<file path="src/rtl/core/json_token_scanner_defines.svh">
// assertion macros for the json token scanner
// the using module provides clk_i and rst_ni
`ifndef JSON_TOKEN_SCANNER_DEFINES_SVH
`define JSON_TOKEN_SCANNER_DEFINES_SVH

`ifndef NO_ASSERTIONS
// condition holds at every edge out of reset
`define JTS_ASSERT(label, cond) \
  label: assert property (@(posedge clk_i) disable iff (!rst_ni) (cond)) \
    else $error("json_token_scanner: check failed");
// antecedent at one edge implies consequent at the next edge
`define JTS_ASSERT_NEXT(label, ante, cons) \
  label: assert property (@(posedge clk_i) disable iff (!rst_ni) (ante) |=> (cons)) \
    else $error("json_token_scanner: sequence check failed");
`else
`define JTS_ASSERT(label, cond)
`define JTS_ASSERT_NEXT(label, ante, cons)
`endif

`endif

</file>
<file path="src/rtl/core/jts_pkg.sv">
package jts_pkg;

  typedef enum logic [2:0] {
    MODE_IDLE = 3'd0,
    MODE_NUM  = 3'd1,
    MODE_STR  = 3'd2,
    MODE_ESC  = 3'd3,
    MODE_WORD = 3'd4,
    MODE_ERR  = 3'd5
  } scan_mode_e;

  typedef enum logic [3:0] {
    KIND_COMMA    = 4'd0,
    KIND_COLON    = 4'd1,
    KIND_LCURLY   = 4'd2,
    KIND_RCURLY   = 4'd3,
    KIND_LBRACKET = 4'd4,
    KIND_RBRACKET = 4'd5,
    KIND_NUMBER   = 4'd6,
    KIND_STRING   = 4'd7,
    KIND_TRUE     = 4'd8,
    KIND_FALSE    = 4'd9,
    KIND_NULL     = 4'd10,
    KIND_EOF      = 4'd11
  } token_kind_e;

  typedef enum logic [1:0] {
    EV_BYTE = 2'd0,
    EV_DONE = 2'd1,
    EV_ERR  = 2'd2
  } event_e;

  typedef enum logic [1:0] {
    ERR_NONE    = 2'd0,
    ERR_CHAR    = 2'd1,
    ERR_ESCAPE  = 2'd2,
    ERR_KEYWORD = 2'd3
  } error_e;

  typedef enum logic {
    CMD_BYTE = 1'b0,
    CMD_END  = 1'b1
  } cmd_e;

  typedef struct packed {
    logic       cmd;
    logic [7:0] byte_value;
  } in_item_t;

  typedef struct packed {
    logic [3:0] token_kind;
    logic [1:0] event_res;
    logic [7:0] value_byte;
    logic [1:0] error_code;
    logic       last_of_run;
  } out_item_t;

  localparam int unsigned NumKeywords = 3;
  localparam logic [2:0]  CandAll     = 3'b111;
  localparam logic [2:0]  WordLenMax  = 3'd7;
  localparam int unsigned QueueDepth  = 4;

  localparam logic [7:0] ChSlash = 8'h2f;
  localparam logic [7:0] ChB     = 8'h62;
  localparam logic [7:0] ChF     = 8'h66;
  localparam logic [7:0] ChN     = 8'h6e;
  localparam logic [7:0] ChR     = 8'h72;
  localparam logic [7:0] ChT     = 8'h74;

  // keyword letters, index 0 true, 1 false, 2 null
  function automatic logic [7:0] kw_char(input logic [1:0] k, input logic [2:0] idx);
    logic [7:0] ch;
    ch = 8'h00;
    case (k)
      2'd0: begin
        case (idx)
          3'd0: ch = 8'h74;
          3'd1: ch = 8'h72;
          3'd2: ch = 8'h75;
          3'd3: ch = 8'h65;
          default: ch = 8'h00;
        endcase
      end
      2'd1: begin
        case (idx)
          3'd0: ch = 8'h66;
          3'd1: ch = 8'h61;
          3'd2: ch = 8'h6c;
          3'd3: ch = 8'h73;
          3'd4: ch = 8'h65;
          default: ch = 8'h00;
        endcase
      end
      2'd2: begin
        case (idx)
          3'd0: ch = 8'h6e;
          3'd1: ch = 8'h75;
          3'd2: ch = 8'h6c;
          3'd3: ch = 8'h6c;
          default: ch = 8'h00;
        endcase
      end
      default: ch = 8'h00;
    endcase
    return ch;
  endfunction

  function automatic logic [2:0] kw_len(input logic [1:0] k);
    logic [2:0] len;
    case (k)
      2'd0: len = 3'd4;
      2'd1: len = 3'd5;
      2'd2: len = 3'd4;
      default: len = 3'd0;
    endcase
    return len;
  endfunction

endpackage

</file>
<file path="src/rtl/core/json_token_scanner.sv">
// json token scanner: one source byte or end marker per item
// path: an accepted item is held in the input register and decoded there; its results
//   are written into the result queue and offered from it; decoding waits for queue room
// throughput: one item per cycle while each item gives at most one result and the sink takes
//   it; an item with two results uses the single result port twice
// reset: scanner idle, number_charset = 1, input stage and result queue empty
module json_token_scanner
  import jts_pkg::*;
(
  input  logic      clk_i,
  input  logic      rst_ni,
  // configuration
  input  logic      cfg_we_i,
  input  logic      cfg_wdata_i,
  // source side
  input  logic      in_valid_i,
  output logic      in_stall_o,
  input  in_item_t  in_item_i,
  // result side
  output logic      out_valid_o,
  input  logic      out_stall_i,
  output out_item_t out_item_o
);

`include "json_token_scanner_defines.svh"

  localparam int unsigned PtrW = $clog2(QueueDepth);
  localparam int unsigned CntW = $clog2(QueueDepth + 1);

  // configuration register
  logic number_charset_q;

  // input register
  logic     in_valid_q, in_valid_d;
  in_item_t in_item_q;

  // scanner state
  scan_mode_e mode_q, mode_d;
  logic [2:0] wlen_q, wlen_d;
  logic [2:0] cand_q, cand_d;

  // result queue
  out_item_t           queue_q [QueueDepth];
  logic [PtrW-1:0]     wptr_q, rptr_q;
  logic [CntW-1:0]     cnt_q, cnt_d;

  logic       accept, proc_fire, pop;
  logic [7:0] ch;
  logic       is_end;

  // byte classes
  logic       is_ws, is_punct, is_digit, is_num, is_alpha, is_quote, is_bslash, esc_ok;
  logic [3:0] punct_kind;

  // letter run helpers
  logic [2:0] cand_add, wlen_add;
  logic       kw_hit;
  logic [3:0] kw_kind;

  // start of a new token from the current byte
  logic       st_emit;
  out_item_t  st_res;
  scan_mode_e st_mode;
  logic       st_word;

  // results of this item, before and after marking the last one
  out_item_t  res0_raw, res1_raw, res0, res1;
  logic [1:0] push_n;

  // a new item enters once the input register is free or drains this cycle
  assign proc_fire  = in_valid_q && (cnt_q <= CntW'(QueueDepth - 2));
  assign in_stall_o = in_valid_q && !proc_fire;
  assign accept     = in_valid_i && !in_stall_o;
  assign in_valid_d = accept ? 1'b1 : (proc_fire ? 1'b0 : in_valid_q);

  assign ch     = in_item_q.byte_value;
  assign is_end = (in_item_q.cmd == CMD_END);

  // character classification
  always_comb begin
    is_ws      = (ch == 8'h20) || (ch == 8'h09) || (ch == 8'h0a) || (ch == 8'h0d);
    is_punct   = 1'b1;
    punct_kind = KIND_COMMA;
    case (ch)
      8'h2c: punct_kind = KIND_COMMA;
      8'h3a: punct_kind = KIND_COLON;
      8'h7b: punct_kind = KIND_LCURLY;
      8'h7d: punct_kind = KIND_RCURLY;
      8'h5b: punct_kind = KIND_LBRACKET;
      8'h5d: punct_kind = KIND_RBRACKET;
      default: is_punct = 1'b0;
    endcase
    is_digit  = (ch >= 8'h30) && (ch <= 8'h39);
    // the sign, dot and exponent letters count only with the wide charset
    is_num    = is_digit || (number_charset_q &&
                ((ch == 8'h2d) || (ch == 8'h2b) || (ch == 8'h2e) ||
                 (ch == 8'h65) || (ch == 8'h45)));
    is_alpha  = ((ch >= 8'h61) && (ch <= 8'h7a)) || ((ch >= 8'h41) && (ch <= 8'h5a));
    is_quote  = (ch == 8'h22);
    is_bslash = (ch == 8'h5c);
    esc_ok    = is_bslash || is_quote || (ch == ChSlash) || (ch == ChB) ||
                (ch == ChF) || (ch == ChN) || (ch == ChR) || (ch == ChT);
  end

  // keyword match, one letter per item, each keyword dropped on its first mismatch
  always_comb begin
    cand_add = cand_q;
    for (int k = 0; k < NumKeywords; k++) begin
      if ((wlen_q >= kw_len(2'(k))) || (kw_char(2'(k), wlen_q) != ch)) begin
        cand_add[k] = 1'b0;
      end
    end
    wlen_add = (wlen_q == WordLenMax) ? WordLenMax : wlen_q + 3'd1;

    // closing check, first full match in keyword order
    kw_hit  = 1'b0;
    kw_kind = KIND_TRUE;
    if (cand_q[0] && (wlen_q == kw_len(2'd0))) begin
      kw_hit  = 1'b1;
      kw_kind = KIND_TRUE;
    end else if (cand_q[1] && (wlen_q == kw_len(2'd1))) begin
      kw_hit  = 1'b1;
      kw_kind = KIND_FALSE;
    end else if (cand_q[2] && (wlen_q == kw_len(2'd2))) begin
      kw_hit  = 1'b1;
      kw_kind = KIND_NULL;
    end
  end

  // what the current byte does between tokens
  always_comb begin
    st_emit = 1'b0;
    st_res  = '0;
    st_mode = MODE_IDLE;
    st_word = 1'b0;
    if (is_ws) begin
      st_mode = MODE_IDLE;
    end else if (is_punct) begin
      st_emit = 1'b1;
      st_res.token_kind = punct_kind;
      st_res.event_res  = EV_DONE;
    end else if (is_num) begin
      st_emit = 1'b1;
      st_res.token_kind = KIND_NUMBER;
      st_res.event_res  = EV_BYTE;
      st_res.value_byte = ch;
      st_mode = MODE_NUM;
    end else if (is_alpha) begin
      st_word = 1'b1;
      st_mode = MODE_WORD;
    end else if (is_quote) begin
      st_mode = MODE_STR;
    end else begin
      st_emit = 1'b1;
      st_res.event_res  = EV_ERR;
      st_res.error_code = ERR_CHAR;
      st_mode = MODE_ERR;
    end
  end

  // next scanner state
  always_comb begin
    mode_d = mode_q;
    wlen_d = wlen_q;
    cand_d = cand_q;
    if (proc_fire) begin
      if (is_end) begin
        mode_d = MODE_IDLE;
        wlen_d = '0;
        cand_d = CandAll;
      end else begin
        case (mode_q)
          MODE_NUM: begin
            if (!is_num) begin
              mode_d = st_mode;
            end
          end
          MODE_STR: begin
            if (is_quote) begin
              mode_d = MODE_IDLE;
            end else if (is_bslash) begin
              mode_d = MODE_ESC;
            end
          end
          MODE_ESC: begin
            mode_d = esc_ok ? MODE_STR : MODE_ERR;
          end
          MODE_WORD: begin
            if (is_alpha) begin
              wlen_d = wlen_add;
              cand_d = cand_add;
            end else if (kw_hit) begin
              mode_d = st_mode;
            end else begin
              mode_d = MODE_ERR;
            end
          end
          MODE_ERR: begin
            mode_d = MODE_ERR;
          end
          default: begin
            mode_d = st_mode;
          end
        endcase
        // a letter that starts a run seeds the keyword match
        if (st_word && ((mode_q == MODE_IDLE) || (mode_q == MODE_NUM && !is_num) ||
                        (mode_q == MODE_WORD && !is_alpha && kw_hit) ||
                        (mode_q != MODE_NUM && mode_q != MODE_STR && mode_q != MODE_ESC &&
                         mode_q != MODE_WORD && mode_q != MODE_ERR))) begin
          wlen_d = 3'd1;
          cand_d = {ch == 8'h6e, ch == 8'h66, ch == 8'h74};
        end
      end
    end
  end

  // results of the current item
  always_comb begin
    res0_raw = '0;
    res1_raw = '0;
    push_n   = 2'd0;
    if (proc_fire) begin
      if (is_end) begin
        // close the open token, then eof unless the close was an error
        res1_raw.token_kind = KIND_EOF;
        res1_raw.event_res  = EV_DONE;
        case (mode_q)
          MODE_NUM: begin
            res0_raw.token_kind = KIND_NUMBER;
            res0_raw.event_res  = EV_DONE;
            push_n = 2'd2;
          end
          MODE_STR: begin
            res0_raw.token_kind = KIND_STRING;
            res0_raw.event_res  = EV_DONE;
            push_n = 2'd2;
          end
          MODE_ESC: begin
            res0_raw.event_res  = EV_ERR;
            res0_raw.error_code = ERR_ESCAPE;
            push_n = 2'd1;
          end
          MODE_WORD: begin
            if (kw_hit) begin
              res0_raw.token_kind = kw_kind;
              res0_raw.event_res  = EV_DONE;
              push_n = 2'd2;
            end else begin
              res0_raw.event_res  = EV_ERR;
              res0_raw.error_code = ERR_KEYWORD;
              push_n = 2'd1;
            end
          end
          MODE_ERR: begin
            push_n = 2'd0;
          end
          default: begin
            res0_raw = res1_raw;
            push_n   = 2'd1;
          end
        endcase
      end else begin
        case (mode_q)
          MODE_NUM: begin
            if (is_num) begin
              res0_raw.token_kind = KIND_NUMBER;
              res0_raw.event_res  = EV_BYTE;
              res0_raw.value_byte = ch;
              push_n = 2'd1;
            end else begin
              res0_raw.token_kind = KIND_NUMBER;
              res0_raw.event_res  = EV_DONE;
              res1_raw = st_res;
              push_n = st_emit ? 2'd2 : 2'd1;
            end
          end
          MODE_STR: begin
            res0_raw.token_kind = KIND_STRING;
            res0_raw.event_res  = is_quote ? EV_DONE : EV_BYTE;
            res0_raw.value_byte = is_quote ? 8'h00 : ch;
            push_n = 2'd1;
          end
          MODE_ESC: begin
            if (esc_ok) begin
              res0_raw.token_kind = KIND_STRING;
              res0_raw.event_res  = EV_BYTE;
              res0_raw.value_byte = ch;
            end else begin
              res0_raw.event_res  = EV_ERR;
              res0_raw.error_code = ERR_ESCAPE;
            end
            push_n = 2'd1;
          end
          MODE_WORD: begin
            if (is_alpha) begin
              push_n = 2'd0;
            end else if (kw_hit) begin
              res0_raw.token_kind = kw_kind;
              res0_raw.event_res  = EV_DONE;
              res1_raw = st_res;
              push_n = st_emit ? 2'd2 : 2'd1;
            end else begin
              // the byte that closed the failed run is dropped
              res0_raw.event_res  = EV_ERR;
              res0_raw.error_code = ERR_KEYWORD;
              push_n = 2'd1;
            end
          end
          MODE_ERR: begin
            push_n = 2'd0;
          end
          default: begin
            res0_raw = st_res;
            push_n   = st_emit ? 2'd1 : 2'd0;
          end
        endcase
      end
    end
    res0 = res0_raw;
    res1 = res1_raw;
    res0.last_of_run = (push_n == 2'd1);
    res1.last_of_run = (push_n == 2'd2);
  end

  // result queue, up to two writes and one read per cycle
  assign pop         = out_valid_o && !out_stall_i;
  assign out_valid_o = (cnt_q != '0);
  assign out_item_o  = queue_q[rptr_q];
  assign cnt_d       = cnt_q + CntW'(push_n) - CntW'(pop);

  always_ff @(posedge clk_i) begin
    if (accept) begin
      in_item_q <= in_item_i;
    end
    if (push_n != 2'd0) begin
      queue_q[wptr_q] <= res0;
    end
    if (push_n == 2'd2) begin
      queue_q[wptr_q + PtrW'(1)] <= res1;
    end
  end

  always_ff @(posedge clk_i or negedge rst_ni) begin
    if (!rst_ni) begin
      number_charset_q <= 1'b1;
      in_valid_q       <= 1'b0;
      mode_q           <= MODE_IDLE;
      wlen_q           <= '0;
      cand_q           <= CandAll;
      wptr_q           <= '0;
      rptr_q           <= '0;
      cnt_q            <= '0;
    end else begin
      if (cfg_we_i) begin
        number_charset_q <= cfg_wdata_i;
      end
      in_valid_q <= in_valid_d;
      mode_q     <= mode_d;
      wlen_q     <= wlen_d;
      cand_q     <= cand_d;
      wptr_q     <= wptr_q + PtrW'(push_n);
      rptr_q     <= rptr_q + PtrW'(pop);
      cnt_q      <= cnt_d;
    end
  end

  // checks on the scanner and its queue
  `JTS_ASSERT(a_queue_bound, cnt_q <= CntW'(QueueDepth))
  `JTS_ASSERT(a_err_silent, !(proc_fire && !is_end && mode_q == MODE_ERR) || push_n == 2'd0)
  `JTS_ASSERT_NEXT(a_end_idle, proc_fire && is_end, mode_q == MODE_IDLE && cand_q == CandAll)
  `JTS_ASSERT(a_ptr_gap, (wptr_q - rptr_q) == cnt_q[PtrW-1:0])

endmodule

</file>
<file path="config.mk">
export PLATFORM = sky130hd
export DESIGN_NAME = json_token_scanner
export DESIGN_NICKNAME = d
export VERILOG_FILES = /design/src/rtl/core/jts_pkg.sv /design/src/rtl/core/json_token_scanner.sv
export VERILOG_INCLUDE_DIRS = /design/src /design/src/rtl/core
export SDC_FILE = /design/constraint.sdc
export NUM_CORES = 1
export LEC_CHECK = 0
export BUFFER_PORTS_ARGS = -buffer_cell sky130_fd_sc_hd__buf_2
export CAP_MARGIN = 15
export CORE_MARGIN = 1
export CORE_UTILIZATION = 40
export CTS_CLUSTER_DIAMETER = 80
export CTS_CLUSTER_SIZE = 14
export DETAILED_ROUTE_END_ITERATION = 8
export GPL_ROUTABILITY_DRIVEN = 0
export GPL_TIMING_DRIVEN = 0
export PLACE_DENSITY = 0.64
export SLEW_MARGIN = 30
export SYNTH_ARGS = -nofsm -noshare
export SYNTH_HDL_FRONTEND = slang
export SYNTH_SLANG_ARGS = --single-unit
</file>
<file path="constraint.sdc">
create_clock -name clk_i -period 9 [get_ports clk_i]
set_input_delay 1.8 -clock clk_i [delete_from_list [all_inputs] [get_ports clk_i]]
set_output_delay 1.8 -clock clk_i [all_outputs]
set_load 0.01 [all_outputs]
</file>
After elaboration in Yosys (flattened, before gate mapping)
Memories as Yosys holds them, arrays and structs flattened.
Index checks and enable logic that the tools add are counted.

word-level totals
  bits in registers = 27
  bits in writable memories = 68
  output and inout port bits = 19
  logic and storage cells = 241
  memories = 1

cells by class
  $add $sub $neg = 6
  $lt $le $gt $ge = 9
  equal/unequal tests = 47
  multiplexer cells = 98
  reduce and logical (&&, ||, !) cells = 68

memories
  name     depth  bits a word  rd ports  clocked after Yosys merged registers in  write ports  line                      RTL
  queue_q  4      17           1         0                                        2            json_token_scanner.sv:43  out_item_t queue_q [QueueDepth];

operators by type and width
  kind                                                               number
  two-way mux 17 bit                                                 6
  equality test 8 x 7 -> 1 bit, second input constant                12
  two-way mux 3 bit                                                  23
  equality test 8 x 6 -> 1 bit, second input constant                8
  case mux 7 bit (5 select lines)                                    1
  two-way mux 2 bit                                                  17
  case mux 17 bit (2 select lines)                                   1
  case mux 8 bit (4 select lines)                                    1
  case mux 3 bit (5 select lines)                                    2
  case mux 6 bit (5 select lines)                                    1
  two-way mux 1 bit                                                  28
  case mux 7 bit (4 select lines)                                    1
  equality test 8 x 4 -> 1 bit, second input constant                3
  two-way mux 8 bit                                                  3
  != test 8 bit                                                      3
  logical OR 1 bit                                                   22
  case mux 7 bit (3 select lines)                                    1
  logical AND 1 bit                                                  19
  two-way mux 6 bit                                                  3
  case mux 2 bit (3 select lines)                                    3
  nonzero test 3 bit                                                 6
  greater-or-equal comparator 8 x 7 -> 1 bit, second input constant  2
  <= comparator 8 x 7 -> 1 bit, second input constant                2
  two-way mux 16 bit                                                 1
  other kinds (33)                                                   59

Longest topological paths before layout
Gate-level depths: netlist (run 1).

  word-level depth = 19
  mapped depth = 16
  mapped depth without buffers = 16

Worst setup path before layout (run 1)
No wires, ideal clock.

  path type = flip-flop to output port
  start = reg rptr_q[0]
  end = out out_item_o[0] in the netlist's numbering
  arrival time = 1.915 ns
  data required time = 7.200 ns
  setup slack = 5.285 ns
  stages on the path, launching flop included = 4
  buffers on the path = 2
  cells stage by stage = dfrtp_1 -> clkbuf_1 -> buf_1 -> mux4_2

RTL lines
  element                   line                       RTL
  start: declaration        json_token_scanner.sv:44   logic [PtrW-1:0] wptr_q, rptr_q;
  start signal: assignment  json_token_scanner.sv:362  rptr_q <= rptr_q + PtrW'(pop);
  end: declaration          json_token_scanner.sv:22   output out_item_t out_item_o

==> results.md, run 1 <==
- Status: finished, final reports clean
- Tmin final: between 4 and 5 ns
- DP Area: 6370 um^2
- Die height: about 120 um
- Boundary pin count: 34
- H-tree level count: 3
- Core ar.: around 14,000 um^2
- HPWL after detailed placement: roughly 12,000 um
- Synthesis-to-layout area growth: 12.1%
- Period utilisation layout: 47.6%
- Startpoint Class: register
- Final setup violation count: 0
- # diodes: 0
- Slew headroom: 42.9%
- Clock Latency Late Sink: between 0.3 and 0.4 ns
- Fin worst setup slack: around 4.7 ns
- Post-CTS Hold Buffers: 0
- Via density: about 6.3
- GRT Overall Usage: 22.9%
- Path depth of the worst reg2reg path: 16
- Post-Layout Inst Area: 6650 um^2
- Share of layout cells above drive strength 1: between 10% and 20%
- First-pass GRT wire length: 26,200 um
- Yosys cell types: 80
- Yosys top cell area share: a little under two fifths
- Largest net degree at the start of global routing: 19
- Ys flop type: edfxtp_1
- First DRT Iteration DRCs: a little under 800
- Commonest non-fill, non-tap cell in the layout: edfxtp_1
- CP most frequent cell: buf_2
- Top cells by area, synth: edfxtp_1, mux4_2, dfrtp_1, nor2_1, nand2_1
- CTS Root Cell: clkbuf_16
- Crit-path max FO: 10
- Slowest CP cell: clkbuf_1
- Element type at the critical path end: primary output
- Seq/Total Area, Yosys: a little under half
- CTS tree: built
- CTS sink cnt: 95
- Slowest stage delay, CP: between 0.5 and 0.6 ns
- CTS buffer count: 9
- Antenna Nets Post-Route: 0
- EDFF count, synth: 73
- Crit-path cells: clkbuf_1 -> buf_2 -> mux4_2 -> buf_2
- Hold path cells: 2
- Final hold violations: 0
- Pins over their slew limit: 0
- Synthesized area: 5930 um^2
- Cts repair resizes: 0
- Synth Area per Inst: between 10 and 15 um^2
- Maxcap violations: 0
- Critical setup path kind: reg2out
- Initial antenna violation count: 0
- Routed WL per cell: about 20 um
- CTS Buffer Depth: 2
- Synth Register Bits: 95
- Placement Setup Slack: roughly 5.0 ns
- # DRC: 0
- Clock skew: 0.00680 ns
- Layout Utilization: between 40% and 50%
- 1st-pass router iterations: 6
- IO Port Bufs: 33
- Syn_nets: 610
- Asr flop ratio synth: 18.9%
- Nets: 656
- Congestion Overflow GR: 0
- Vias in the first global route: between 4,000 and 5,000
- Worst VDD drop: roughly 0.11 mV
- Hold WC Path Type: reg2reg
- RSZ-0062 raised after global routing: false
- Clk slew on worst S/H paths: 0.06 ns
- Gate Count Post-Synth: 585
- Placed Instances: about 800
- Critical path arrival: 2.49 ns
- TNS Setup: 0 ns
- Via count: about 5,200
- YS warnings: 0
- Critical path required time: between 7 and 8 ns
- P_leak: around 0.0023 uW
- Post-CTS Setup Inserts: 0
- Initial Util: between 40% and 50%
- Pwr Density: 321 nW/um^2
- Worst-margin pin slew: 0.854 ns
- Die ar.: between 15,000 and 20,000 um^2
- Row cnt: 44
- Cell taking the most area after synthesis: edfxtp_1
- Routed WL: around 16,000 um
- Final Non-Filler Cells: 820
- Width of the die: 124 um
- Commonest cells after routing, fill and taps aside: edfxtp_1, nor2_1, nand2_1
- Maximum clock frequency: about 230 MHz
[path summary, 6_finish.rpt]
check	startpoint	to	slack [ns]
setup reg to reg	wlen_q[0]	cnt_q[2]	4.88
hold reg to reg	queue_q[3][2]	queue_q[3][2]	0.50
max in group asynchronous	rst_ni	cand_q[1]	7.23
min in group asynchronous	rst_ni	in_valid_q	1.40
setup / recovery	rptr_q[0]	out_item_o[13]	4.71
hold / removal	queue_q[3][2]	queue_q[3][2]	0.50
[final cells by class]
| cell class | count | area [um^2] |
|---|---|---|
| Buffer | 42 | 188 |
| Clock buffer | 11 | 233 |
| Clock inverter | 5 | 42.5 |
| Fill cell | 1368 | 7830 |
| Inverter | 19 | 83.8 |
| Multi-Input combinational cell | 429 | 2950 |
| Sequential cell | 95 | 2730 |
| Tap cell | 184 | 230 |
| Timing Repair Buffer | 35 | 195 |
[critical path: cells and delay by family (launching register included)]
family / cells / cell delay [ns]
buffers and inverters: 3 / 1.21
muxes: 1 / 0.56
DFF: 1 / 0.35
[state kept, by name, indices dropped and copies added (netlist names), 2 cells and up]
| register | flops |
|---|---|
| queue_q | 68 |
| ch | 8 |
| cand_q | 3 |
| cnt_q | 3 |
| mode_q | 3 |
| wlen_q | 3 |
| rptr_q | 2 |
| wptr_q | 2 |
[stage by stage]
step                      hold WS, ns  total power [uW]
after floorplan                 0.436              1430
after global placement          0.452              1720
after detailed placement        0.484              1760
after CTS                       0.499              2120
after global routing            0.504              2260
final                           0.497              2130
[synth_stat cells, drive strengths merged (6+ instances only)]
cell / instances
mux4: 17
a31oi: 8
clkbuf: 27
edfxtp: 73
buf: 15
nand2: 52
a21boi: 7
nor3: 17
inv: 16
o211ai: 7
xnor2: 8
dfrtp: 14
nand3: 22
nor2b: 12
nand2b: 12
or2: 6
ha: 9
nor2: 55
o21ai: 31
a21oi: 32
or3: 7
nand4: 9
o22ai: 22
[power breakdown]
| part | total [uW] | switching [uW] | internal, uW | leakage [uW] |
|---|---|---|---|---|
| combinational | 1080 | 684 | 392 | 0.00125 |
| clock | 363 | 173 | 190 | 0.000130 |
| sequential | 694 | 54.4 | 639 | 0.000935 |
[routing by layer]
| layer | vias to the layer above | share of wire, % | global-route usage, % |
|---|---|---|---|
| li1 | 2345 | - | - |
| met1 | 2416 | 43 | 30.8 |
| met2 | 342 | 45 | 35.7 |
| met3 | 76 | 8.4 | 4.30 |
| met4 | 0 | 3.9 | 10.5 |
| met5 | - | 0 | 0 |
[cell families after synthesis]
group	count (synthesis)	share of synthesized area, %
muxes	22	7.36
AOI/OAI and AO/OA	164	18.8
and+or+nand+nor	221	19.3
buffers and inverters	61	4.56
adders and majority gates	10	2.24
DFF	95	46.0
xor gates and xnor gates	12	1.77
No activity file was read; power rests on OpenSTA's default activity.
==> run 2, diff against run 1 <==
- clock period: 9 -> 4.01 ns (I/O delays scaled with it)
==> run 2 against run 1 <==
Clock skew rose by 0.00060 ns. Count of clock-buffer cells in the layout did not move. Global-route usage did not move. Final area rose by 0.21%. Register-to-register slack got worse by 4.7 ns. Sequential power rose by 120%. Critical endpoint is now cnt_q[2]. Hold slack got worse by 0.095 ns. Setup slack got worse by 4.6 ns. Clock power rose by 120%.
==> results.md, run 2 (synthesized netlist as in run 1, its figures left out) <==
- Vias in the first global route: 4,905 (unchanged)
- Layout Utilization: 46.0% (+0.095 points)
- Final hold violations: 0 (unchanged)
- Initial Util: 41.0% (unchanged)
- Element type at the critical path end: register
- Critical setup path kind: reg2reg
- Crit. path cell count: 15 (+11)
- Top reg by flops: queue_q
- Clock skew: 0.00740 ns (+0.000604 ns)
- Path depth of the worst reg2reg path: 15 (-1)
- Crit-path max FO: 10 (unchanged)
- Via count: 5,126 (-1.0%)
- RSZ-0062 raised after global routing: false
- Slew headroom: 42.8% (-0.18 points)
- FF-to-FF setup slack: 0.15 ns (-4.73 ns)
- P_leak: 0.00232 uW (+0.17%)
- Commonest non-fill, non-tap cell in the layout: edfxtp_1
- First DRT Iteration DRCs: 753 (-4.7%)
- CP top delay family: simple AND/OR/NAND/NOR gates
- Die ar.: 15,300 um^2 (unchanged)
- IO Port Bufs: 33 (unchanged)
- Routed WL: 16,400 um (-0.22%)
- Placement Setup Slack: 0.0375 ns (-4.94 ns)
- Critical path required time: 4.25 ns (-2.95 ns)
- Via density: 6.25 (-1.0%)
- Post-CTS Hold Buffers: 0 (unchanged)
- CTS Buffer Depth: 2 (unchanged)
- Boundary pin count: 34 (unchanged)
- Tmin final: approximately 3.9 ns
- Crit-path cells: buf_2 -> nor4b_1 -> and4_1 -> clkbuf_1 -> o311a_1 -> o22ai_2 -> nand2_1 -> clkinvlp_4 -> ha_1 -> inv_1 -> ha_1 -> inv_1 -> fa_1 -> xor2_1 -> xnor2_1
- Switch share: 42.8% (about the same)
- Final Non-Filler Cells: 820 (unchanged)
- CTS Root Cell: clkbuf_16
- Nets: 656 (unchanged)
- Worst-margin pin slew: 0.857 ns (+0.00264 ns)
- Share of layout cells above drive strength 1: 16.8% (+0.63 points)
- Initial antenna violation count: 0 (unchanged)
- Fill cells: 1,367 (-0.073%)
- Sw Pwr: 2050 uW (+130%)
- Fin worst setup slack: 0.151 ns (-4.56 ns)
- 1st-pass router iterations: 5 (-1)
- Antenna Nets Post-Route: 0 (unchanged)
- Congestion Overflow GR: 0 (unchanged)
- Core ar.: 14,500 um^2 (unchanged)
- Crit path to: cnt_q[2]
- Post-CTS Setup Inserts: 0 (unchanged)
- Slowest stage delay, CP: 0.55 ns (-0.02 ns)
- Reg power frac: 32.4% (about the same)
- Max FFs per register: 68 (unchanged)
- Largest registers: queue_q: 68 flops, ch: 8 flops
- Slowest CP cell: nor4b_1
- # DRC: 0 (unchanged)
- CTS sink cnt: 95 (unchanged)
- CTS tree: built
- CP Launch Point: ch[7]
- GRT Overall Usage: 22.9% (unchanged)
- Synthesis-to-layout area growth: 12.3%
- First-pass GRT wire length: 26,200 um (unchanged)
- Cts repair resizes: 0 (unchanged)
- Routed WL per cell: 20.0 um (-0.22%)
- Width of the die: 124 um (unchanged)
- Startpoint Class: register
- # diodes: 0 (unchanged)
- HPWL after detailed placement: 11,800 um (unchanged)
- Row cnt: 44 (unchanged)
- CP bufs+invs: 5 (+2)
- Hold WC Path Type: in2async
- Commonest cells after routing, fill and taps aside: edfxtp_1, nor2_1, nand2_1
- Power Total: 4800 uW (+120%)
- Final setup violation count: 0 (unchanged)
- Largest net degree at the start of global routing: 19 (unchanged)
- Status: finished, final reports clean
- R2R Path Start: ch[7]
- CTS buffer count: 9 (unchanged)
- Placed Instances: 804 (unchanged)
- Clock Latency Late Sink: 0.36 ns (about the same)
- Maximum clock frequency: about 260 MHz
- Critical path arrival: 4.10 ns (+1.61 ns)
- Clk slew on worst S/H paths: 0.07 ns (about the same)
- Die height: 124 um (unchanged)
- RR Endpoint: cnt_q[2]
- Pins over their slew limit: 0 (unchanged)
- H-tree level count: 3 (unchanged)
- Worst VDD drop: 0.248 mV (+130%)
- Period utilisation layout: approximately 96%
- Clock share of power: 16.9% (about the same)
- Pwr Density: 720 nW/um^2 (+120%)
- Comb power frac: 50.6% (+0.2 points)
- Internal power: 2750 uW (+120%)
- Maxcap violations: 0 (unchanged)
- TNS Setup: 0 ns (unchanged)
run 2: cell types whose count changed in the layout (fill, tap and decap cells not counted), sizes merged:
cell / previous run / this run
clkinvlp: 1 / 2
clkinv: 6 / 5
run 2: power groups by stage:
stage | logic [uW] | clock network [uW] | registers, uW
after global routing | 2640 | 862 | 1590
final | 2430 | 812 | 1560
after CTS | 2380 | 823 | 1560
after floorplan | 1660 | 0 | 1540
after detailed placement | 2370 | 0 | 1580
after global placement | 2300 | 0 | 1570
run 2: layer usage:
layer  GRT usage [%]  vias up  wire length (um)
met5               0        -                 0
met1            30.8     2429              7100
met2            35.7      281              7420
li1                -     2345                 -
met3            4.30       71              1260
met4            10.5        0               628
run 2: through the flow:
step	hold WS, ns	cell area (um^2)
3_5_place_dp	0.484	6370
3_3_place_gp	0.452	6320
6_report	0.402	6660
5_1_grt	0.430	6660
4_1_cts	0.422	6640
2_1_floorplan	0.436	5930
run 2: layout make-up:
cell class	count	area [um^2]	area share, %
Clock inverter	5	42.5	0.639
Timing Repair Buffer	35	195	2.93
Inverter	19	87.6	1.32
Sequential cell	95	2730	41.0
Buffer	42	188	2.82
Multi-Input combinational cell	429	2960	44.4
Tap cell	184	230	3.46
Clock buffer	11	233	3.49
run 2: how the worst min path moves through the flow:
| stage | start | endpoint | slack, ns |
|---|---|---|---|
| after floorplan | queue_q[0][2] | queue_q[0][2] | 0.44 |
| after global placement | queue_q[0][2] | queue_q[0][2] | 0.45 |
| after detailed placement | queue_q[0][2] | queue_q[0][2] | 0.48 |
| after CTS | rst_ni | in_valid_q | 0.42 |
| after global routing | rst_ni | in_valid_q | 0.43 |
| final | rst_ni | in_valid_q | 0.40 |
==> run 3, diff against run 2 <==
- ABC_AREA: not set -> 1
==> run 3 against run 2 <==
Setup slack gained 0.28 ns. Sequential share of layout area rose by 0.47 points. Combinational power increased by 12%. Critical path type unchanged. Largest cell class unchanged. Final area down 1.1%.
==> results.md, run 3 <==
- Status: finished, final reports clean
- Commonest cells after routing, fill and taps aside: nand2_1, o21ai_0, nor2_1
- Routed WL per cell: 16.8 um (-16%)
- Post-CTS Hold Buffers: 0 (unchanged)
- GRT Overall Usage: 22.6% (-0.25 points)
- Post-CTS Setup Inserts: 0 (unchanged)
- Boundary pin count: 34 (unchanged)
- Critical path required time: 3.99 ns (-0.26 ns)
- Element type at the critical path end: register
- Commonest cells post-synth: nand2_1, o21ai_0, nor2_1, edfxtp_1, inv_1
- Maximum clock frequency: 280 MHz (+7.9%)
- Placed Instances: 958 (+19%)
- YS warnings: 0 (unchanged)
- First DRT Iteration DRCs: 647 (-14%)
- Synth Register Bits: 95 (unchanged)
- Cell taking the most area after synthesis: edfxtp_1
- Critical setup path kind: reg2reg
- CTS Buffer Depth: 2 (unchanged)
- # diodes: 0 (unchanged)
- Largest net degree at the start of global routing: 19 (unchanged)
- Routed WL: 16,400 um (-0.26%)
- 1st-pass router iterations: 5 (unchanged)
- Slew headroom: 41.4% (-1.4 points)
- CTS tree: built
- CP most frequent cell: nand2_1
- TNS Setup: 0 ns (unchanged)
- First-pass GRT wire length: 25,500 um (-2.5%)
- Yosys cell types: 44 (-45%)
- Initial antenna violation count: 0 (unchanged)
- Ys flop type: edfxtp_1
- Largest registers: queue_q: 68 flops, ch: 8 flops
- Max FFs per register: 68 (unchanged)
- CTS buffer count: 9 (unchanged)
- Crit-path cells: inv_1 -> ha_1 -> buf_2 -> nand3_1 -> nand3_1 -> nand2_1 -> inv_2 -> nand2_1 -> nand2_1 -> nand2_2 -> o21ai_2 -> nand2_2 -> nand2_4 -> nand2_2 -> buf_2 -> nand2_1
- Die height: 124 um (about the same)
- Slowest stage delay, CP: 0.65 ns (+0.10 ns)
- Pwr Density: 781 nW/um^2 (+8.4%)
- Clock skew: 0.00908 ns (+0.00168 ns)
- Period utilisation layout: 89.2% (-7.0 points)
- RSZ-0062 raised after global routing: false
- Initial Util: 40.9% (-0.043 points)
- Worst-margin pin slew: 0.878 ns (+0.0211 ns)
- FF-to-FF setup slack: 0.43 ns (+0.28 ns)
- CTS sink cnt: 95 (unchanged)
- Share of layout cells above drive strength 1: 14.1% (-2.8 points)
- Nets: 810 (+23%)
- Startpoint Class: register
- Final setup violation count: 0 (unchanged)
- Synthesized area: 5920 um^2 (-0.11%)
- Critical path arrival: 3.56 ns (-0.54 ns)
- # DRC: 0 (unchanged)
- Pins over their slew limit: 0 (unchanged)
- Synthesis-to-layout area growth: 11.2%
- Top cells by area, synth: edfxtp_1, nand2_1, o21ai_0, nor2_1, dfrtp_1
- Crit-path max FO: 16 (+6)
- Cts repair resizes: 0 (unchanged)
- Fin worst setup slack: 0.434 ns (+0.282 ns)
- Width of the die: 124 um (about the same)
- Synth Area per Inst: 7.99 um^2 (-21%)
- Maxcap violations: 0 (unchanged)
- Asr flop ratio synth: 18.9% (unchanged)
- Syn_nets: 766 (+26%)
- Gate Count Post-Synth: 741 (+27%)
- Tmin final: 3.58 ns (-0.282 ns)
- Commonest non-fill, non-tap cell in the layout: nand2_1
- H-tree level count: 3 (unchanged)
- Clock Latency Late Sink: 0.36 ns (about the same)
- Seq/Total Area, Yosys: 46.0% (+0.049 points)
- Hold WC Path Type: in2async
- Placement Setup Slack: 0.467 ns (+0.429 ns)
- Clk slew on worst S/H paths: 0.07 ns (about the same)
- Most frequent cell after synthesis: nand2_1
- Die ar.: 15,300 um^2 (-0.11%)
- IO Port Bufs: 33 (unchanged)
- P_leak: 0.00273 uW (+18%)
- Core ar.: 14,500 um^2 (unchanged)
- Via count: 5,341 (+4.2%)
- CTS Root Cell: clkbuf_16
- Final Non-Filler Cells: 974 (+19%)
- Yosys top cell area share: 37.0% (+0.039 points)
- Final hold violations: 0 (unchanged)
- Top reg by flops: queue_q
- Slowest CP cell: nand2_1
- Vias in the first global route: 4,892 (-0.27%)
- Congestion Overflow GR: 0 (unchanged)
- Via density: 5.48 (-12%)
- HPWL after detailed placement: 11,800 um (about the same)
- Antenna Nets Post-Route: 0 (unchanged)
- EDFF count, synth: 73 (unchanged)
- Row cnt: 44 (unchanged)
- Worst VDD drop: 0.289 mV (+16%)
-- run 3: stage by stage --
stage                     utilization, %  total power, uW  hold WS, ns  instance area [um^2]
after floorplan                        -             3490        0.434                  5920
final                               45.5             5140        0.394                  6590
after CTS                           45.5             5150        0.406                  6590
after global routing                45.5             5510        0.433                  6590
after global placement              43.6             4300        0.448                  6320
after detailed placement            43.6             4340        0.453                  6320
-- run 3: path summary, 6_finish.rpt --
check / from / endpoint / depth (start not counted)
max: wlen_q[0] / queue_q[0][16] / 16
min: rst_ni / wlen_q[2] / 1
max reg2reg: wlen_q[0] / queue_q[0][16] / 16
min reg2reg: queue_q[2][2] / queue_q[2][2] / 2
max in group asynchronous: rst_ni / cand_q[2] / 1
min in group clk_i: queue_q[2][2] / queue_q[2][2] / 2
-- run 3: layer usage --
metal	vias to the layer above	GRT usage, %	part of all wire [%]
met3	64	4.58	6.5
met5	-	0	0
met2	224	36.5	46
met1	2427	28.6	43
met4	0	11.9	4.1
li1	2626	-	-
-- run 3: cell families after synthesis --
family	after synthesis	share of synthesized area, %
simple gates	343	25.5
compound gates	180	17.3
buf+inv	104	7.60
flops	95	46.0
fa+ha+maj	10	2.24
xor+xnor	9	1.33
-- run 3: area by class of cell --
type                       instances  area (um^2)
timing repair buffer              33          165
clock buffer                      11          233
tap                              184          230
buffer                            29          169
fill                            1460         7890
multi-input combinational        542         2750
inverter                          75          282
sequential                        95         2730
clock inverter                     5         33.8
-- run 3: critical path, delay by kind of cell, from the launching register on --
| kind | cells | cell delay, ns |
|---|---|---|
| flops | 1 | 0.41 |
| compound gates | 1 | 0.13 |
| buf+inv | 4 | 0.67 |
| simple gates | 10 | 1.82 |
| fa+ha+maj | 1 | 0.15 |
-- run 3: where the power goes --
group,internal [uW],switching (uW)
logic,805,1920
registers,1480,132
clock network,421,381
total,2710,2430
